[config.mk]
export PLATFORM = sky130hd
export DESIGN_NAME = vdk7_ram
export DESIGN_NICKNAME = d
export VERILOG_FILES = /design/src/sv/vdk7_ram.sv
export SDC_FILE = /design/constraint.sdc
export NUM_CORES = 2
export LEC_CHECK = 0
export BUFFER_PORTS_ARGS = -buffer_cell sky130_fd_sc_hd__buf_2
export CORE_MARGIN = 8
export CORE_UTILIZATION = 30
export CTS_CLUSTER_SIZE = 25
export DETAILED_ROUTE_END_ITERATION = 10
export PLACE_DENSITY_LB_ADDON = 0.25
export SETUP_SLACK_MARGIN = 0.4
export SYNTH_ARGS = -nofsm -noshare
export SYNTH_HDL_FRONTEND = slang
export SYNTH_SLANG_ARGS = --single-unit
[constraint.sdc]
create_clock -name clk -period 3.85 [get_ports clk]
set_input_delay 0.385 -clock clk [delete_from_list [all_inputs] [get_ports clk]]
set_output_delay 0.385 -clock clk [all_outputs]
set_load 0.05 [all_outputs]
[src/sv/vdk7_ram.sv]
`timescale 1ns / 1ps
// ============================================================================
// vdk7_ram
// Generic single-write, single-read synchronous RAM with registered read data.
// ============================================================================
module vdk7_ram #(
	parameter int WIDTH = 32,
	parameter int DEPTH = 128
) (
	input  logic                     clk,
	input  logic                     we,
	input  logic [$clog2(DEPTH)-1:0] waddr,
	input  logic [WIDTH-1:0]         wdata,
	input  logic [$clog2(DEPTH)-1:0] raddr,
	output logic [WIDTH-1:0]         rdata
);

	logic [WIDTH-1:0] mem_q [DEPTH];
	logic [WIDTH-1:0] rdata_q;

	// write port
	always_ff @(posedge clk) begin
		if (we) begin
			mem_q[waddr] <= wdata;
		end
	end

	// registered read port
	always_ff @(posedge clk) begin
		rdata_q <= mem_q[raddr];
	end

	assign rdata = rdata_q;

endmodule

* Word-level counts from Yosys, hierarchy flattened
Memories as Yosys holds them, arrays and structs flattened. A register that Yosys moved wholly into a read port is not among the register bits. Cells that the tools add are included.
Operators by class: multiplexer cells 2
Operator list (number):
- $mux 1 | 2
Storage, ports and cells: register bits after elaboration 0, bits in writable memories 4096, input bits 48, output and inout port bits 32, logic and storage cells 3, memories 1
Memory list:
- mem_q | depth 128, width 32, read ports 1, clocked after Yosys merged registers in 1, wr ports 1, RTL line 18 | logic [WIDTH-1:0] mem_q [DEPTH];

* Depth between registers and ports, before layout
depth in word-level cells 2, mapped depth 8, gate-level depth less buffers 4

* Least setup slack after synthesis
No wires, ideal clock.
path kind input to register, start input port we, end memory mem_q[98][0], enable pin, library setup time 461 ps, data arrival time 3163 ps, data required time 3389 ps, setup slack 226 ps, stages on the path 3, buffers on the path 1, cells stage by stage clkbuf_1 -> nand4_1 -> nor3_1
On the way: cells in the longest elaborated chain, start to end 2
Ends and longest elaborated chain:
- start, declared | RTL line 11 | input logic we,
- $mux 1 | RTL line 23 | if (we) begin
- $mux 1 (implied by the code) | RTL line 24 | mem_q[waddr] <= wdata;
- end, declared | RTL line 18
No other way between the ends.

==> results.json <==
{
  "seq_area_um2": 123600,
  "vdd_ir_drop_max_uv": 425.0,
  "startpoint_type": "primary input",
  "drc": 0,
  "p_int_w": 0.07469,
  "vias": 71525,
  "grt_overflow_total": 0,
  "cts_setup_buffers": 0,
  "synth_fp_nets": 6038,
  "clkLatencyLatePin_ps": 1040,
  "final_cell_mix": "edfxtp_1, mux4_2, clkbuf_16",
  "start_util": 0.3006,
  "die_y_um": 737.8,
  "via_per_inst": 5.120,
  "crit_family": "multiplexers",
  "drt_iter0_drc": 8672,
  "place_ws_ps": 33.72,
  "hold_class": "primary input to flop",
  "critical_path.cell_chain": "buf_12, buf_12, buf_4, buf_4, mux4_2, mux4_2, mux4_2, mux2_2",
  "power_frac_seq": 0.520,
  "tightest_slew_ps": 1405,
  "period_share": 0.7201,
  "drive_above_1_share": 0.3759,
  "cp_common_cell": "mux4_2",
  "clockBufferDepth": 4,
  "p_sw_frac": 0.2209,
  "slew_viol_final": 0,
  "synth_seq_cells": 4128,
  "outcome": "finished clean",
  "dieArea_um2": 544300,
  "slowest_stage": "mux4_2",
  "worst_slack_ps": 1078,
  "p_leak_nw": 55.82,
  "multi_input_area_um2": 32330,
  "final_common_cell": "edfxtp_1",
  "critical_path_buf_inv_count": 4,
  "syn2layout_area_growth_pct": 18.03,
  "grt_pass1_wl_mm": 634.1,
  "path_max_fanout": 20,
  "ios": 80,
  "power_frac_comb": 0.057,
  "synth.distinct_cells": 17,
  "postRouteAntennaNets": 0,
  "cts-root-buf": "clkbuf_16",
  "cts_made_buffers": 417,
  "synthCells": 5990,
  "portBuffers": 79,
  "hold_violations": 0,
  "hpwlAfterDp_mm": 268.2,
  "required_ps": 4710,
  "p_clk_frac": 0.423,
  "grt_pass1_vias": 73701,
  "critPathArrivalTime_ps": 3630,
  "antenna_found_initial": 100,
  "synth_top_area_frac": 0.7871,
  "switchingPower_w": 0.02118,
  "fin_nets": 6678,
  "max_clock_freq_ghz": 0.3607,
  "drv_cap": 0,
  "gp_congestion": 0.7621,
  "slew_headroom": 0.06335,
  "rsz0062_at_grt": "no",
  "wirelength_mm": 467.7,
  "synth_area_leaders": "edfxtp_1, mux4_2, clkbuf_1",
  "dieWidth_um": 737.8,
  "htree_num_levels": 5,
  "core_region_area_um2": 519900,
  "avgSynthCellArea_um2": 26.09,
  "power.density_cell_area_nw_per_um2": 519.8,
  "critPathMaxStageDelay_ps": 660,
  "cts.clk_slew.worst_paths_ps": 60,
  "period_minus_slack_ps": 2772,
  "wl_per_cell_um": 33.48,
  "syn_area_um2": 156300,
  "fin_hold_ws_ps": 61.48,
  "fill_cells": 47400,
  "grt_max_degree": 129,
  "setup_viol": 0,
  "yosys_warnings": 0,
  "worst_clock_skew_ps": 87.80,
  "grt_usage": 0.1683,
  "cts.sinks": 4128,
  "seq_area_frac_synth": 0.7912,
  "fin_tns_setup_ps": 0,
  "yosysTopAreaCell": "edfxtp_1",
  "cts_tree": "done",
  "cp-end-kind": "flop",
  "rows": 265,
  "path_class": "primary input to flop",
  "dr.pass1.iters": 7
}
-- through the flow --
step                utilization  power, W  instance area (um2)  std cells
floorplan                     -   0.05325               156300       5990
global placement         0.3282   0.05630               170600      13136
detailed placement       0.3282   0.05639               170600      13136
CTS                      0.3546   0.09688               184300      13922
global route             0.3547   0.09856               184400      13948
finish                   0.3548   0.09588               184500      13969
-- final cells by class --
class,count,area share
Antenna cell,47,0.0006376
Clock buffer,514,0.05932
Clock inverter,255,0.01407
Multi-Input combinational cell,1546,0.1753
Sequential cell,4128,0.6703
Tap cell,6942,0.04709
Timing Repair Buffer,537,0.03334
-- logic make-up after synthesis --
| kind of cell | count (synthesis) | synth area share |
|---|---|---|
| DFF | 4128 | 0.7912 |
| muxes | 1376 | 0.1960 |
| buffers and inverters | 316 | 0.008391 |
| and+or+nand+nor | 170 | 0.004460 |
-- worst reg2reg max path, cell delays in order (launching register included) --
cell      delay, ps
edfxtp_1        360
mux4_2          480
mux4_2          620
mux4_2          710
mux2_2          370
-- state kept, by name (all words and copies together) (netlist names) --
| signal | count |
|---|---|
| rdata | 32 |
| mem_q | 4096 |
-- cell usage after synthesis (all sizes together) --
library cell	count
mux2	32
or3	1
mux4	1344
buf	134
dfxtp	32
nand3	12
nor2b	7
nand4	3
nor2	122
nand2b	2
nor3	9
edfxtp	4096
nand2	14
clkbuf	182
-- what timing repair did --
item	in CTS	in global routing
gates resized for setup	0	0
hold buffers	17	0
hold endpoints to repair	502	0
-- path summary, 6_finish.rpt --
kind | from | to | slack, ps | cells past startpoint
hold reg to reg | mem_q[70][3] | rdata[3] | 1120 | 4
setup reg to reg | mem_q[76][13] | rdata[13] | 1190 | 4
setup / recovery | raddr[0] | rdata[17] | 1080 | 8
hold / removal | wdata[4] | mem_q[32][4] | 60 | 1
-- power by group through the flow --
stage / Combinational (W) / Sequential (W) / Clock [W]
floorplan: 0.00240 / 0.0509 / 0
global route: 0.00567 / 0.0499 / 0.0430
CTS: 0.00556 / 0.0499 / 0.0414
global placement: 0.00546 / 0.0508 / 0
detailed placement: 0.00554 / 0.0509 / 0
finish: 0.00542 / 0.0499 / 0.0406
-- per-layer routing --
layer | track usage | share of wire | up-vias
met1 | 0.2307 | 0.41 | 40502
met3 | 0.03077 | 0.073 | 490
met5 | 0 | 0.00036 | -
met2 | 0.2827 | 0.49 | 2717
li1 | - | - | 27792
met4 | 0.03164 | 0.019 | 24
Power figures use the tool's default switching activity.
